**src/chm_pkg.sv**
```systemverilog
package chm_pkg;

   localparam int HASH_SHIFT = 4;
   localparam int HASH_BITS  = 32 - HASH_SHIFT;
   localparam int DIGIT      = 4;
   localparam int DIV_STEPS  = HASH_BITS / DIGIT;
   localparam int CFG_W      = 9;
   localparam logic [CFG_W-1:0] BUCKET_COUNT_RESET = 9'd17;

   localparam logic [1:0] KIND_LOOKUP   = 2'd0;
   localparam logic [1:0] KIND_SET      = 2'd1;
   localparam logic [1:0] KIND_REMOVE   = 2'd2;
   localparam logic [1:0] KIND_RESERVED = 2'd3;

   typedef enum logic [1:0] {
      STATUS_DONE = 2'd0,
      STATUS_MISS = 2'd1,
      STATUS_FULL = 2'd2
   } status_type;

   typedef enum logic [2:0] {
      S_CLEAR,
      S_IDLE,
      S_HASH,
      S_HEAD,
      S_WALK,
      S_ACT,
      S_POP,
      S_FREE
   } state_type;

endpackage

```
**src/chm_div.sv**
```systemverilog
// Remainder of a 28-bit word by a narrow divisor, four quotient bits a cycle.
module chm_div #(
   parameter int MAX_BUCKETS = 256
) (
   input  logic                           clock,
   input  logic                           reset,
   input  logic                           start,
   input  logic [chm_pkg::HASH_BITS-1:0]  dividend,
   input  logic [$clog2(MAX_BUCKETS+1)-1:0] divisor,
   output logic                           done,
   output logic [$clog2(MAX_BUCKETS)-1:0] remainder
);

   localparam int NW = $clog2(MAX_BUCKETS + 1);
   localparam int RW = NW + 1;
   localparam int BW = $clog2(MAX_BUCKETS);
   localparam int CW = $clog2(chm_pkg::DIV_STEPS + 1);

   logic                          run_ff, run_in;
   logic                          done_ff, done_in;
   logic [CW-1:0]                 cnt_ff, cnt_in;
   logic [chm_pkg::HASH_BITS-1:0] dvd_ff, dvd_in;
   logic [NW-1:0]                 dsr_ff, dsr_in;
   logic [RW-1:0]                 rem_ff, rem_in;

   always_comb begin
      logic [RW-1:0] r;
      r      = rem_ff;
      run_in = run_ff;
      done_in = 1'b0;
      cnt_in = cnt_ff;
      dvd_in = dvd_ff;
      dsr_in = dsr_ff;
      rem_in = rem_ff;
      if (start) begin
         run_in = 1'b1;
         cnt_in = '0;
         dvd_in = dividend;
         dsr_in = divisor;
         rem_in = '0;
      end else if (run_ff) begin
         for (int i = 0; i < chm_pkg::DIGIT; i++) begin
            r = {r[RW-2:0], dvd_ff[chm_pkg::HASH_BITS-1-i]};
            if (r >= {1'b0, dsr_ff}) begin
               r = r - {1'b0, dsr_ff};
            end
         end
         rem_in = r;
         dvd_in = dvd_ff << chm_pkg::DIGIT;
         cnt_in = cnt_ff + 1'b1;
         if (cnt_ff == CW'(chm_pkg::DIV_STEPS - 1)) begin
            run_in  = 1'b0;
            done_in = 1'b1;
         end
      end
   end

   always_ff @(posedge clock) begin
      if (reset) begin
         run_ff  <= 1'b0;
         done_ff <= 1'b0;
         cnt_ff  <= '0;
      end else begin
         run_ff  <= run_in;
         done_ff <= done_in;
         cnt_ff  <= cnt_in;
      end
   end

   always_ff @(posedge clock) begin
      dvd_ff <= dvd_in;
      dsr_ff <= dsr_in;
      rem_ff <= rem_in;
   end

   assign done      = done_ff;
   assign remainder = rem_ff[BW-1:0];

endmodule

```
**config.mk**
```make
export PLATFORM = sky130hd
export DESIGN_NAME = chm_div
export DESIGN_NICKNAME = d
export VERILOG_FILES = /design/src/chm_pkg.sv /design/src/chm_div.sv
export SDC_FILE = /design/constraint.sdc
export NUM_CORES = 1
export LEC_CHECK = 0
export BUFFER_PORTS_ARGS = -buffer_cell sky130_fd_sc_hd__buf_2
export CELL_PAD_IN_SITES_DETAIL_PLACEMENT = 0
export CELL_PAD_IN_SITES_GLOBAL_PLACEMENT = 2
export CORE_MARGIN = 2
export CORE_UTILIZATION = 38
export CTS_CLUSTER_SIZE = 12
export DETAILED_ROUTE_END_ITERATION = 16
export PLACE_DENSITY = 0.77
export SLEW_MARGIN = 25
export SYNTH_ARGS = -nofsm -noshare
export SYNTH_HDL_FRONTEND = slang
export SYNTH_SLANG_ARGS = --single-unit
```
**constraint.sdc**
```tcl
create_clock -name clock -period 11.95 [get_ports clock]
set_clock_uncertainty 0.2 [all_clocks]
set_input_delay 1.195 -clock clock [delete_from_list [all_inputs] [get_ports clock]]
set_output_delay 1.195 -clock clock [all_outputs]
set_load 0.02 [all_outputs]
```
==> run metrics, run 1 <==
Top FF cell, synth=edfxtp_1; Max Transition Viols Final=0; via/cell ratio=about 5.5; Final Hold Fails=0; largest net degree at the start of global routing=between 50 and 60; share of cells above drive strength 1=a little under a quarter; die area=roughly 12000 um2; Placer Congestion=0.875; reg-to-reg slack, setup=~2.2 ns; I/O pin cnt=between 40 and 50; Yosys top cell by area=edfxtp_1; Worst R2R End=rem_ff[7]$_SDFFE_PP0P_; syn avg cell area=~10 um2; CTS Buffer Depth=2; Hold Path Depth=2; First-pass DRT Iterations=5; critical path's largest stage delay=0.57 ns; H-tree depth=2; initial antenna violation count=0; Cells after DPL=~570; n_diodes=0; Post-CTS Resized=0; Hold Crit Start=cnt_ff[2]$_SDFFE_PP0P_; hold_ws=between 0.2 and 0.3 ns; CP max stage cell=a311oi_4; CTS buffer count=5; CP max FO=15; Hold WC Path Type=reg -> reg; synth top area cells=edfxtp_1 (27%), ha_1 (12%), mux2_2 (9.1%), dfxtp_1 (6.9%), inv_1 (3.0%); Final Cycle Share=81.2%; Layout area overhead=9.80%; Reg clk slew, reported paths=approximately 0.09 ns; Critical Path AT=~9.7 ns; dpl hpwl=roughly 8000 um; DR DRC count=0; worst setup margin=2.24 ns; postcts setup bufs=0; unique cell type count in the Yosys netlist=just under 60; fraction of registers with async set/reset=0%; Final setup viols=0; CTS tree=yes; Final ANT Viol Nets=0; Final Non-Filler Cells=579; DRT Wirelength=around 10000 um; hold path endpoint=done$_SDFF_PP0_; Syn Nets=approximately 490; Root Driver=clkbuf_8; # port buffers=48; Slew @ Worst Pin=between 0.8 and 0.9 ns; row cnt=37; chip width=roughly 110 um; CP Capture Type=register; fmax=103 MHz; RSZ-0062 raised after global routing=false; core region area=10400 um2; Routed WL per cell=approximately 18 um; clock period minus worst slack=between 9 and 10 ns; cell area after synthesis=between 4000 and 5000 um2; status=complete, no violations; total track usage=between 10% and 20%; maxcap violations=0; Die Y=108 um; Post-synth EDFFs=37; TNS Setup=0 ns; Detailed Route Iter0 Violations=between 100 and 150; vias=around 3.2k; Sink Count=51; Worst-Skew Late Latency=just over 0.3 ns; Critical Path RT=about 12 ns; Worst setup SP type=register; first-pass GRT wire length=between 15000 and 20000 um; Max-slew headroom=between 40% and 50%; Final #Nets=524; Yosys Warn Count=0; flops & latches, synth=between 50 and 60; FILL cells=1035; sequential share of the synthesized area=about a third; reg-to-reg critical path startpoint=dsr_ff[0]$_DFFE_PP_; cells after synthesis=between 400 and 500; vias in the first global route=between 3k and 4k; worst setup path class=reg -> reg; R2R cell count=35; Setup WS pre-CTS=2.32 ns; Initial Utilization=~40%; grt ovf=0; cts-stage hold buffer count=0; Synth top area share=a little over a quarter
==> worst max-delay path by stage <==
| stage | from | end | slack, ns | cells past startpoint |
|---|---|---|---|---|
| CTS | dsr_ff[0]$_DFFE_PP_ | rem_ff[7]$_SDFFE_PP0P_ | 2.26 | 35 |
| global route | dsr_ff[0]$_DFFE_PP_ | rem_ff[5]$_SDFFE_PP0P_ | 1.50 | 35 |
| detailed placement | dsr_ff[0]$_DFFE_PP_ | rem_ff[7]$_SDFFE_PP0P_ | 2.32 | 35 |
| finish | dsr_ff[0]$_DFFE_PP_ | rem_ff[7]$_SDFFE_PP0P_ | 2.24 | 35 |
| floorplan | dvd_ff[27]$_DFFE_PP_ | rem_ff[3]$_SDFFE_PP0P_ | 3.58 | 37 |
| global placement | dsr_ff[0]$_DFFE_PP_ | rem_ff[3]$_SDFFE_PP0P_ | 2.48 | 35 |
==> Yosys cell counts, drive strengths merged (9+ instances only) <==
library cell	instances
edfxtp	37
clkbuf	9
buf	9
mux2	34
xnor2	14
o21ai	13
dfxtp	14
ha	38
inv	33
nand2	15
a21oi	23
nor3	12
a211oi	14
mux2i	9
nor2	29
==> cells in the final DEF, fill, tap and decap left out, types with 4 or more instances in the layout <==
cell,n
nor3_1,12
fa_1,4
inv_1,33
and2_1,5
nand3_1,5
mux2i_1,9
a211oi_1,14
dfxtp_1,14
nand4_1,6
a21oi_1,23
edfxtp_1,37
xor2_1,8
xnor2_1,14
nand2_1,15
a21o_1,6
nand2b_1,4
o21ai_0,11
and3_1,4
buf_2,48
nor2_1,29
o21a_1,8
clkbuf_8,5
ha_1,38
mux2_2,33
==> state kept, by name, summed over array words and instances (netlist names) <==
register / flops
run_ff: 1
done: 1
dsr_ff: 9
cnt_ff: 3
rem_ff: 9
dvd_ff: 28
==> metal layers <==
metal	GRT usage, %	part of all wire, %	wire (um)
met1	23.2	45	4640
met2	33.0	50	5160
met3	2.60	2.9	295
met4	4.30	1.7	176
met5	0	0	0
==> area by class of cell <==
| class | count | area, um2 | share of cell area (%) |
|---|---|---|---|
| Sequential cell | 51 | 1390 | 31.1 |
| Timing Repair Buffer | 49 | 248 | 5.54 |
| Clock inverter | 3 | 17.5 | 0.392 |
| Clock buffer | 5 | 68.8 | 1.54 |
| Multi-Input combinational cell | 302 | 2450 | 54.8 |
| Tap cell | 136 | 170 | 3.81 |
| Inverter | 33 | 124 | 2.77 |
==> worst max-delay path: cells and delay by family, from the launching register on <==
kind	cells	cell delay, ns
AO/OA/AOI/OAI	22	5.75
adder cells (fa/ha/maj)	5	1.59
AND/OR/NAND/NOR	5	1.11
flip-flops	1	0.46
multiplexers	1	0.26
buffers and inverters	2	0.17
==> stage by stage <==
step | instance area (um2) | util, %
2_1_floorplan | 4070 | -
3_3_place_gp | 4390 | 42.3
3_5_place_dp | 4390 | 42.3
4_1_cts | 4470 | 43.1
5_1_grt | 4470 | 43.1
6_report | 4470 | 43.1
==> cells by family after synthesis <==
kind of cell	synth area share [%]
buffers and inverters	5.62
AOI/OAI and AO/OA	18.1
muxes	11.7
xor gates and xnor gates	4.73
adders and majority gates	13.6
DFF	34.2
and+or+nand+nor	12.0
Power of run 1 is left out: the tool's default activity adds up to more than one toggle a clock period on the data nets, which glitch-free logic cannot reach.
==> run 2, diff against run 1 <==
- CORE_UTILIZATION: 38 -> 34
- PLACE_DENSITY: 0.77 -> 0.72
- clock period: 11.95 -> 8 ns (I/O delays scaled with it)
==> run metrics, run 2 (synthesis results as in run 1) <==
share of cells above drive strength 1=between 40% and 50%; TNS Setup=0 ns; CP max FO=7; Max-slew headroom=a little over a third; status=complete, no violations; cts-stage hold buffer count=0; vias in the first global route=between 3k and 4k; biggest regs=dvd_ff (28), dsr_ff (9), rem_ff (9); CTS Buffer Depth=2; fmax=126 MHz; vias=3604; total track usage=a little under a fifth; Critical Path AT=roughly 8 ns; clock period minus worst slack=a little under 8 ns; Placer Congestion=about 0.96; Initial Utilization=roughly a third; die area=about 13000 um2; via/cell ratio=5.25; most frequent cells in the layout=buf_4 (94), buf_2 (48), edfxtp_1 (37), inv_1 (30), mux2_2 (30); CP max stage cell=a2111oi_0; # port buffers=48; number of flip-flops under the largest register name=28; chip width=113 um; Worst setup SP type=register; largest net degree at the start of global routing=53; row cnt=39; First-pass DRT Iterations=4; Worst-Skew Late Latency=~0.29 ns; Root Driver=clkbuf_16; first-pass GRT wire length=18600 um; Final #Nets=625; DRT Wirelength=between 10000 and 15000 um; CTS buffer count=5; core region area=between 10000 and 15000 um2; dpl hpwl=between 9000 and 10000 um; Layout area overhead=41.5%; DR DRC count=0; Most flops, register=dvd_ff; I/O pin cnt=just under 50; initial antenna violation count=0; n_diodes=0; Max Transition Viols Final=0; maxcap violations=0; Final ANT Viol Nets=0; Final setup viols=0; Slew @ Worst Pin=~0.96 ns; Hold WC Path Type=reg -> reg; worst setup path class=reg -> reg; Detailed Route Iter0 Violations=just under 200; RSZ-0062 raised after global routing=true; Final Hold Fails=0; H-tree depth=2; Critical Path RT=8.00 ns; Final Cycle Share=between 90% and 100%; Die Y=113 um; critical path's largest stage delay=0.41 ns; Reg clk slew, reported paths=roughly 0.070 ns; grt ovf=0; Sink Count=about 50; most common cell after layout, fill and taps aside=buf_4; Routed WL per cell=about 17 um; FILL cells=1063; CP Capture Type=register; CTS tree=yes
## run 2: cell count changes in the layout (fill, tap and decap cells not counted), moves of 6 or more
| cell | delta |
|---|---|
| buf_4 | +93 |
| ha_1 | -16 |
| ha_4 | +13 |
| buf_6 | +8 |
| a21oi_1 | -7 |
| nor2_1 | -7 |
| a21oi_2 | +6 |
| nor2_2 | +6 |
## run 2: area by class of cell
class                           count  area (um2)  area share (%)
Clock buffer                        6         129            2.24
Clock inverter                      2        38.8           0.673
Inverter                           33         126            2.19
Multi-Input combinational cell    302        2860            49.7
Sequential cell                    51        1390            24.1
Tap cell                          143         179            3.10
Timing Repair Buffer              150        1040            18.0
## run 2: metal layers
| metal | up-vias | share of wire, % | wire length [um] | global-route usage [%] |
|---|---|---|---|---|
| met5 | - | 0 | 0 | 0 |
| li1 | 1778 | - | - | - |
| met3 | 15 | 5.5 | 662 | 2.60 |
| met2 | 88 | 48 | 5790 | 31.4 |
| met1 | 1723 | 45 | 5330 | 25.3 |
| met4 | 0 | 1.6 | 188 | 3.25 |
## run 2: final timing paths
kind / start / to / slack [ns] / cells past startpoint
max: dvd_ff[27]$_DFFE_PP_ / rem_ff[2]$_SDFFE_PP0P_ / 0.09 / 36
min: cnt_ff[2]$_SDFFE_PP0P_ / done$_SDFF_PP0_ / 0.31 / 2
max reg2reg: dvd_ff[27]$_DFFE_PP_ / rem_ff[2]$_SDFFE_PP0P_ / 0.09 / 36
min reg2reg: cnt_ff[2]$_SDFFE_PP0P_ / done$_SDFF_PP0_ / 0.31 / 2
## run 2: timing repair
action	in CTS	in global routing
setup buffers	5	15
gates resized for setup	24	51
pin swaps	11	34
setup endpoints to repair	8	9
## run 2: critical path, delay by kind of cell (launching register included)
kind	cells	cell delay, ns
compound gates	21	4.53
fa+ha+maj	5	1.37
buf+inv	6	0.65
flops	1	0.39
mux	1	0.33
simple gates	3	0.34
## run 2: metrics by stage
step / util [%] / instance area [um2] / hold slack [ns] / worst slack, ns / cells
6_report: 49.8 / 5760 / 0.306 / 0.0912 / 687
4_1_cts: 46.5 / 5380 / 0.317 / 0.0104 / 672
3_5_place_dp: 43.5 / 5030 / 0.298 / -0.327 / 659
3_3_place_gp: 43.5 / 5030 / 0.296 / -0.192 / 659
5_1_grt: 49.8 / 5760 / 0.356 / -0.252 / 687
2_1_floorplan: - / 4110 / 0.256 / 0.0131 / 404
Power of run 2 is left out for the same reason.
